### config.mk
export PLATFORM = sky130hd
export DESIGN_NAME = sorted_unique_set_table
export DESIGN_NICKNAME = d
export VERILOG_FILES = /design/src/rtl/sust_pkg.sv /design/src/rtl/sorted_unique_set_table.sv /design/src/rtl/sust_dpath.sv /design/src/rtl/sust_ctrl.sv
export SDC_FILE = /design/constraint.sdc
export NUM_CORES = 2
export LEC_CHECK = 0
export BUFFER_PORTS_ARGS = -buffer_cell sky130_fd_sc_hd__buf_4
export CORE_MARGIN = 5
export CORE_UTILIZATION = 30
export CTS_CLUSTER_SIZE = 12
export DETAILED_ROUTE_END_ITERATION = 16
export GPL_ROUTABILITY_DRIVEN = 0
export SLEW_MARGIN = 15
export SYNTH_ARGS = -nofsm -noshare
export SYNTH_HDL_FRONTEND = slang
export SYNTH_HIERARCHICAL = 1
export SYNTH_SLANG_ARGS = --single-unit
### constraint.sdc
create_clock -name clk -period 6.35 [get_ports clk]
set_input_delay 1.5875 -clock clk [delete_from_list [all_inputs] [get_ports clk]]
set_output_delay 1.5875 -clock clk [all_outputs]
set_load 0.02 [all_outputs]
### src/rtl/sust_pkg.sv
// shared types for the sorted set table: command and status codes,
// and the command and status bundles between controller and datapath
// no dependencies
package sust_pkg;

  localparam int unsigned ValW = 32;

  typedef enum logic [1:0] {
    CMD_INSERT = 2'd0,
    CMD_REMOVE = 2'd1,
    CMD_LIST   = 2'd2
  } cmd_t;

  typedef enum logic [2:0] {
    ST_INSERTED  = 3'd0,
    ST_DUPLICATE = 3'd1,
    ST_REMOVED   = 3'd2,
    ST_ABSENT    = 3'd3,
    ST_FULL      = 3'd4,
    ST_ENTRY     = 3'd5,
    ST_EMPTY     = 3'd6
  } status_t;

  // controller to datapath
  typedef struct packed {
    logic    capture;  // latch the requested value
    logic    compare;  // register the per-cell compare results
    logic    insert;   // open a gap and write the value
    logic    remove;   // close the gap over the matching cell
    logic    rotate;   // move the chain one place towards cell 0 while listing
    logic    load;     // load the output register
    status_t status;
    logic    last;
  } cmd_bus_t;

  // datapath to controller
  typedef struct packed {
    logic match;      // an occupied cell equals the value
    logic occ_zero;
    logic occ_full;
    logic list_last;  // the entry now at cell 0 is the final one of the list
  } sts_bus_t;

endpackage

### src/rtl/sorted_unique_set_table.sv
// top level of the sorted set table: controller and cell-chain datapath
// depends on sust_pkg, sust_ctrl, sust_dpath
//
// keeps up to CAPACITY distinct signed 32-bit values in ascending order in a
// chain of register cells, each with its own less-than and equality
// comparator against the requested value. an insert or remove transfer is
// accepted, then registers the compare vector of all cells, then shifts the
// chain open (insert) or closed (remove) and loads its single result, which
// waits while the result register is still full; the next input is accepted
// in the cycle after that load, so a new insert or remove is not taken
// before the last one is through.
// a list transfer rotates the chain one place per emitted entry (or emits
// one result, status empty, on an empty table), takes no new input until its
// last result is loaded and leaves the chain in its original order. results
// sit in an output register, so an item can be accepted while the previous
// result still waits to be taken. command code three is accepted and dropped
// without a result. no clearing pass is needed after reset: cells beyond the
// occupancy are never compared or emitted.
module sorted_unique_set_table #(
  parameter int unsigned CAPACITY = 32
) (
  input  logic                             clk,
  input  logic                             rst_n,
  // input channel
  input  logic                             in_valid,
  output logic                             in_ready,
  input  logic [1:0]                       in_command,
  input  logic signed [31:0]               in_value,
  // result channel
  output logic                             out_valid,
  input  logic                             out_ready,
  output logic [2:0]                       out_status,
  output logic signed [31:0]               out_entry,
  output logic                             out_last
);

  // command and status bundles between the two halves
  sust_pkg::cmd_bus_t cmd;
  sust_pkg::sts_bus_t sts;

  // sequencing, handshakes and result valid
  sust_ctrl u_ctrl (
    .clk        (clk),
    .rst_n      (rst_n),
    .in_valid   (in_valid),
    .in_ready   (in_ready),
    .in_command (in_command),
    .out_valid  (out_valid),
    .out_ready  (out_ready),
    .sts        (sts),
    .cmd        (cmd)
  );

  // cell chain, counters and result payload
  sust_dpath #(
    .CAPACITY (CAPACITY)
  ) u_dpath (
    .clk        (clk),
    .rst_n      (rst_n),
    .in_value   (in_value),
    .cmd        (cmd),
    .sts        (sts),
    .out_status (out_status),
    .out_entry  (out_entry),
    .out_last   (out_last)
  );

endmodule

### src/rtl/sust_dpath.sv
// datapath of the sorted set table: cell chain with per-cell comparators,
// occupancy and list counters, output payload register
// depends on sust_pkg
module sust_dpath #(
  parameter int unsigned CAPACITY = 32
) (
  input  logic                                  clk,
  input  logic                                  rst_n,
  input  logic signed [sust_pkg::ValW-1:0]      in_value,
  input  sust_pkg::cmd_bus_t                    cmd,
  output sust_pkg::sts_bus_t                    sts,
  output logic [2:0]                            out_status,
  output logic signed [sust_pkg::ValW-1:0]      out_entry,
  output logic                                  out_last
);

  localparam int unsigned OW = $clog2(CAPACITY + 1);

  logic signed [sust_pkg::ValW-1:0] val_r;
  logic signed [sust_pkg::ValW-1:0] cell_r   [CAPACITY];
  logic signed [sust_pkg::ValW-1:0] cell_nxt [CAPACITY];
  logic signed [sust_pkg::ValW-1:0] prev_val [CAPACITY];
  logic signed [sust_pkg::ValW-1:0] next_val [CAPACITY];
  logic [CAPACITY-1:0]              lt_c;
  logic [CAPACITY-1:0]              eq_c;
  logic [CAPACITY-1:0]              lt_r;
  logic [CAPACITY-1:0]              lt_prev;
  logic                             match_r;
  logic [OW-1:0]                    occ_r;
  logic [OW-1:0]                    lst_idx_r;
  logic [2:0]                       status_r;
  logic signed [sust_pkg::ValW-1:0] entry_r;
  logic                             last_r;

  always_ff @(posedge clk) begin
    if (cmd.capture) begin
      val_r <= in_value;
    end
  end

  for (genvar i = 0; i < CAPACITY; i++) begin : g_cell
    // only occupied cells take part in the compare
    assign lt_c[i] = (OW'(i) < occ_r) && (cell_r[i] < val_r);
    assign eq_c[i] = (OW'(i) < occ_r) && (cell_r[i] == val_r);

    if (i == 0) begin : g_head
      assign lt_prev[i]  = 1'b1;
      assign prev_val[i] = val_r;
    end else begin : g_body
      assign lt_prev[i]  = lt_r[i-1];
      assign prev_val[i] = cell_r[i-1];
    end

    if (i == CAPACITY - 1) begin : g_tail
      assign next_val[i] = cell_r[0];
    end else begin : g_mid
      assign next_val[i] = cell_r[i+1];
    end

    always_comb begin
      cell_nxt[i] = cell_r[i];
      if (cmd.insert) begin
        if (!lt_r[i]) begin
          cell_nxt[i] = lt_prev[i] ? val_r : prev_val[i];
        end
      end else if (cmd.remove) begin
        if (!lt_r[i]) begin
          cell_nxt[i] = next_val[i];
        end
      end else if (cmd.rotate) begin
        // the last occupied cell wraps round to the head value
        cell_nxt[i] = (OW'(i + 1) == occ_r) ? cell_r[0] : next_val[i];
      end
    end

    always_ff @(posedge clk) begin
      cell_r[i] <= cell_nxt[i];
    end
  end

  always_ff @(posedge clk) begin
    if (cmd.compare) begin
      lt_r    <= lt_c;
      match_r <= |eq_c;
    end
  end

  always_ff @(posedge clk) begin
    if (!rst_n) begin
      occ_r     <= '0;
      lst_idx_r <= '0;
    end else begin
      if (cmd.insert) begin
        occ_r <= occ_r + OW'(1);
      end else if (cmd.remove) begin
        occ_r <= occ_r - OW'(1);
      end
      if (cmd.rotate) begin
        lst_idx_r <= sts.list_last ? '0 : lst_idx_r + OW'(1);
      end
    end
  end

  always_ff @(posedge clk) begin
    if (cmd.load) begin
      status_r <= cmd.status;
      last_r   <= cmd.last;
      unique case (cmd.status)
        sust_pkg::ST_ENTRY: entry_r <= cell_r[0];
        sust_pkg::ST_EMPTY: entry_r <= '0;
        default:            entry_r <= val_r;
      endcase
    end
  end

  assign sts.match     = match_r;
  assign sts.occ_zero  = (occ_r == '0);
  assign sts.occ_full  = (occ_r == OW'(CAPACITY));
  assign sts.list_last = ((lst_idx_r + OW'(1)) == occ_r);

  assign out_status = status_r;
  assign out_entry  = entry_r;
  assign out_last   = last_r;

endmodule

### src/rtl/sust_ctrl.sv
// controller of the sorted set table: command sequencing and output valid
// depends on sust_pkg
module sust_ctrl (
  input  logic               clk,
  input  logic               rst_n,
  input  logic               in_valid,
  output logic               in_ready,
  input  logic [1:0]         in_command,
  output logic               out_valid,
  input  logic               out_ready,
  input  sust_pkg::sts_bus_t sts,
  output sust_pkg::cmd_bus_t cmd
);

  typedef enum logic [1:0] {
    S_IDLE,
    S_CMP,
    S_APPLY,
    S_LIST
  } state_t;

  state_t     state_r;
  logic [1:0] cmd_r;
  logic       out_valid_r;
  logic       accept;
  logic       slot_free;

  assign in_ready  = (state_r == S_IDLE);
  assign accept    = in_valid && in_ready;
  assign slot_free = !out_valid_r || out_ready;
  assign out_valid = out_valid_r;

  always_comb begin
    cmd         = '0;
    cmd.status  = sust_pkg::ST_INSERTED;
    cmd.capture = accept;
    unique case (state_r)
      S_IDLE: begin
      end
      S_CMP: begin
        cmd.compare = 1'b1;
      end
      S_APPLY: begin
        if (slot_free) begin
          cmd.load = 1'b1;
          cmd.last = 1'b1;
          if (cmd_r == sust_pkg::CMD_INSERT) begin
            priority if (sts.match) begin
              cmd.status = sust_pkg::ST_DUPLICATE;
            end else if (sts.occ_full) begin
              cmd.status = sust_pkg::ST_FULL;
            end else begin
              cmd.status = sust_pkg::ST_INSERTED;
              cmd.insert = 1'b1;
            end
          end else begin
            if (sts.match) begin
              cmd.status = sust_pkg::ST_REMOVED;
              cmd.remove = 1'b1;
            end else begin
              cmd.status = sust_pkg::ST_ABSENT;
            end
          end
        end
      end
      S_LIST: begin
        if (slot_free) begin
          cmd.load = 1'b1;
          if (sts.occ_zero) begin
            cmd.status = sust_pkg::ST_EMPTY;
            cmd.last   = 1'b1;
          end else begin
            cmd.status = sust_pkg::ST_ENTRY;
            cmd.last   = sts.list_last;
            cmd.rotate = 1'b1;
          end
        end
      end
      default: begin
      end
    endcase
  end

  always_ff @(posedge clk) begin
    if (!rst_n) begin
      state_r     <= S_IDLE;
      cmd_r       <= '0;
      out_valid_r <= 1'b0;
    end else begin
      if (cmd.load) begin
        out_valid_r <= 1'b1;
      end else if (out_ready) begin
        out_valid_r <= 1'b0;
      end
      unique case (state_r)
        S_IDLE: begin
          if (accept) begin
            cmd_r <= in_command;
            unique case (in_command)
              sust_pkg::CMD_INSERT,
              sust_pkg::CMD_REMOVE: state_r <= S_CMP;
              sust_pkg::CMD_LIST:   state_r <= S_LIST;
              default:              state_r <= S_IDLE;
            endcase
          end
        end
        S_CMP: begin
          state_r <= S_APPLY;
        end
        S_APPLY: begin
          if (slot_free) begin
            state_r <= S_IDLE;
          end
        end
        S_LIST: begin
          if (slot_free && cmd.last) begin
            state_r <= S_IDLE;
          end
        end
        default: begin
          state_r <= S_IDLE;
        end
      endcase
    end
  end

endmodule

==> impl_metrics.ini <==
[placed_design]
hpwlAfterDp_mm = 265
dpl_cell_area_um2 = 94700
portBuffers = 75
dp_slack_ns = 1.14

[clock_tree]
clock_latency_ns = 0.84
clk_pin_slew_ns = 0.06
cts_made_buffers = 147
tritoncts = yes
cts.htree.levels = 4
postCtsHoldBufs = 0
clock_sink_count = 1142
cts_max_path_buffers = 4
cts_root_buf = sky130_fd_sc_hd__clkbuf_16
cts_resized = 0
cts_setup_buffers = 0

[sta]
finalSetupViolCount = 0
timing.setup.tns_ns = 0
post-route-worst-setup-slack_ns = 1.47
slew-limit-headroom_pct = 7.76
hold_viol_final = 0
slew_viol_final = 0
fin_crit_ns = 4.88
clock-skew-final_ns = 0.0611
worstMarginPinSlew_ns = 1.37
unrepaired_setup_endpoints_after_global_routing = no
finalCritPeriodShare_pct = 76.9
fmax_mhz = 205

[logic_synthesis]
synth_area_per_cell_um2 = 10.1
synth_fp_nets = 9985
netlist-cell-type-count = 77
postSynthRegisterBits = 1142
number_of_enable_type_register_cells_in_the_synthesized_netlist = 1125
postSynth.asyncResetShare_pct = 0
sequential_fraction_of_the_synthesis_area_pct = 38.1
syn-cell-area_um2 = 89700
syn_inst = 8916
yosysTopAreaCell = sky130_fd_sc_hd__edfxtp_1
synthFlopType = sky130_fd_sc_hd__edfxtp_1
synth_top_cell_area_share_pct = 37.7
synth.area.top_cells = sky130_fd_sc_hd__edfxtp_1 38%, sky130_fd_sc_hd__ha_1 14%, sky130_fd_sc_hd__mux2i_1 11%
synth-warning-count = 6

[hold_path]
hold_class = reg -> reg
worstHoldStart = u_dpath/lst_idx_r[5]

[global_route]
antenna_found_initial = 16
largest_net_degree_at_the_start_of_global_routing = 263
wire_length_of_the_first_global_routing_pass_mm = 559
grt_pass1_vias = 77100
groute.usage.overall_pct = 24.4
overflow = 0

[run_status]
run_status = finished, final reports clean

[critical_path]
reg2reg_depth = 11
rr_endpoint = u_dpath/match_r
critical_path_arrival_ns = 5.57
cp_data_required_time_ns = 7.04
crit_path_end = u_dpath/match_r
timing.reg2reg.setup_slack_ns = 1.47
worstSetupStartpointType = flip-flop
worstSetupPathType = reg -> reg
cp_max_fo = 34
cp-end-kind = flip-flop
r2r-start = u_dpath/val_r[23]
startpoint = u_dpath/val_r[23]

[pwr]
power.density_cell_area_nw_per_um2 = 226
total_leakage_power_nw = 37.8
vdd_ir_drop_max_mv = 0.207

[detailed_routing]
drt_drc_violations_left = 0
firstDrtPassIters = 8
dr.first_iter.drc_count = 10500
detail_route.wl_per_cell_um = 31.4
wl_mm = 398
dr_total_vias = 80200
drt_via_density = 6.34
drtAntennaViolNets = 0

[floorplanning]
initial_core_util_pct = 30.2
die_width_um = 557
core_region_area_um2 = 297000
floorplan.die.height_um = 557
placement_rows = 200
ios = 76
die_area_um2 = 310000

[final_layout]
post_route_cells_drive_above_1_share_pct = 7.79
fillerInstances = 30000
finish.instance_area_um2 = 99200
layout_common_cells = 1352 x sky130_fd_sc_hd__a21oi_1, 1125 x sky130_fd_sc_hd__edfxtp_1, 1031 x sky130_fd_sc_hd__ha_1
finish.utilization_pct = 33.4
flow.area_growth_from_synthesis_pct = 10.6
final_common_cell = sky130_fd_sc_hd__a21oi_1
final_net_count = 9667

[job]
max_cap_violations = 0
==> metal layers <==
layer	routed length (um)	up-vias	GRT usage, %
li1	-	33800	-
met1	147000	39000	30.1
met2	165000	5737	36.2
met3	46600	1632	6.16
met4	38800	10	19.1
met5	81	-	0
==> where the power goes <==
| part | internal (mW) | total, mW | switching, mW |
|---|---|---|---|
| combinational | 1.67 | 5.02 | 3.35 |
| sequential | 8.90 | 9.38 | 0.482 |
| clock | 4.48 | 8.01 | 3.53 |
==> worst max-delay path: stages, from the launching register on <==
cell and delay [ns]:
sky130_fd_sc_hd__edfxtp_1 0.32, sky130_fd_sc_hd__buf_4 0.60, sky130_fd_sc_hd__inv_2 0.26, sky130_fd_sc_hd__buf_4 0.27
sky130_fd_sc_hd__ha_1 0.33, sky130_fd_sc_hd__nand4_1 0.19, sky130_fd_sc_hd__nor4_1 0.78, sky130_fd_sc_hd__nand4b_1 0.84
sky130_fd_sc_hd__nand4_1 0.67, sky130_fd_sc_hd__a2111oi_0 0.15, sky130_fd_sc_hd__buf_4 0.20, sky130_fd_sc_hd__nand4_1 0.09
==> kinds of logic after synthesis <==
logic type	synth area share, %
xor+xnor	0.244
fa+ha+maj	14.4
buf+inv	3.91
flops	38.1
compound gates	19.6
simple gates	12.4
mux	11.4
==> synth_stat cells (14+ instances only) <==
library cell                count
sky130_fd_sc_hd__a21oi_1     1384
sky130_fd_sc_hd__o21bai_1      17
sky130_fd_sc_hd__ha_1        1031
sky130_fd_sc_hd__nor3_1        38
sky130_fd_sc_hd__a22o_1        32
sky130_fd_sc_hd__a211oi_1     961
sky130_fd_sc_hd__o22ai_1       34
sky130_fd_sc_hd__edfxtp_1    1125
sky130_fd_sc_hd__buf_2         69
sky130_fd_sc_hd__nor2_1       263
sky130_fd_sc_hd__mux2_2        41
sky130_fd_sc_hd__and4_1        29
sky130_fd_sc_hd__a221oi_1      23
sky130_fd_sc_hd__o21ai_0      130
sky130_fd_sc_hd__nor2b_1      472
sky130_fd_sc_hd__a21o_1       114
sky130_fd_sc_hd__xor2_1        16
sky130_fd_sc_hd__nand4_1      196
sky130_fd_sc_hd__mux2i_1      977
sky130_fd_sc_hd__and2_1       353
sky130_fd_sc_hd__o211ai_1      27
sky130_fd_sc_hd__dfxtp_1       17
sky130_fd_sc_hd__nand3_1      127
sky130_fd_sc_hd__nand2b_1      23
sky130_fd_sc_hd__a221o_1       14
sky130_fd_sc_hd__o21a_1        14
sky130_fd_sc_hd__nor4_1        34
sky130_fd_sc_hd__a2111oi_0     15
sky130_fd_sc_hd__and3_1       145
sky130_fd_sc_hd__inv_1         90
sky130_fd_sc_hd__clkbuf_1     718
sky130_fd_sc_hd__nand2_1      222
==> final cells by class <==
| cell class | instances | area [um2] | area share [%] |
|---|---|---|---|
| antenna | 14 | 35.0 | 0.0353 |
| clock buffer | 184 | 3970 | 4.01 |
| clock inverter | 63 | 350 | 0.353 |
| inverter | 90 | 338 | 0.341 |
| multi-input combinational | 6875 | 52600 | 53.0 |
| sequential | 1142 | 34100 | 34.4 |
| tap | 3939 | 4930 | 4.97 |
| timing repair buffer | 342 | 2850 | 2.87 |
==> state kept, by name, summed over array words and instances (netlist names) <==
name and count:
u_ctrl/cmd_r 2, u_ctrl/out_valid 1, u_ctrl/state_r 2, u_dpath/cell_r 1024, u_dpath/lst_idx_r 6, u_dpath/lt_r 32
u_dpath/match_r 1, u_dpath/occ_r 6, u_dpath/out_entry 32, u_dpath/out_last 1, u_dpath/out_status 3, u_dpath/val_r 32
==> worst min path at each step <==
stage | end | slack [ns] | cells after the start
after floorplan | u_dpath/lst_idx_r[5] | 0.47 | 2
after global placement | u_dpath/lst_idx_r[5] | 0.48 | 2
after detailed placement | u_dpath/lst_idx_r[5] | 0.49 | 2
after CTS | u_dpath/lst_idx_r[5] | 0.50 | 2
after global routing | u_dpath/lst_idx_r[5] | 0.53 | 2
final | u_dpath/lst_idx_r[5] | 0.50 | 2
==> metrics by stage <==
step	power [mW]	hold slack [ns]	std cells
CTS	22.2	0.503	12600
detailed placement	14.3	0.492	12400
finish	22.4	0.497	12600
global route	23.1	0.530	12600
floorplan	12.3	0.466	8916
global placement	14.1	0.480	12400
No activity file was read; power rests on OpenSTA's default activity.
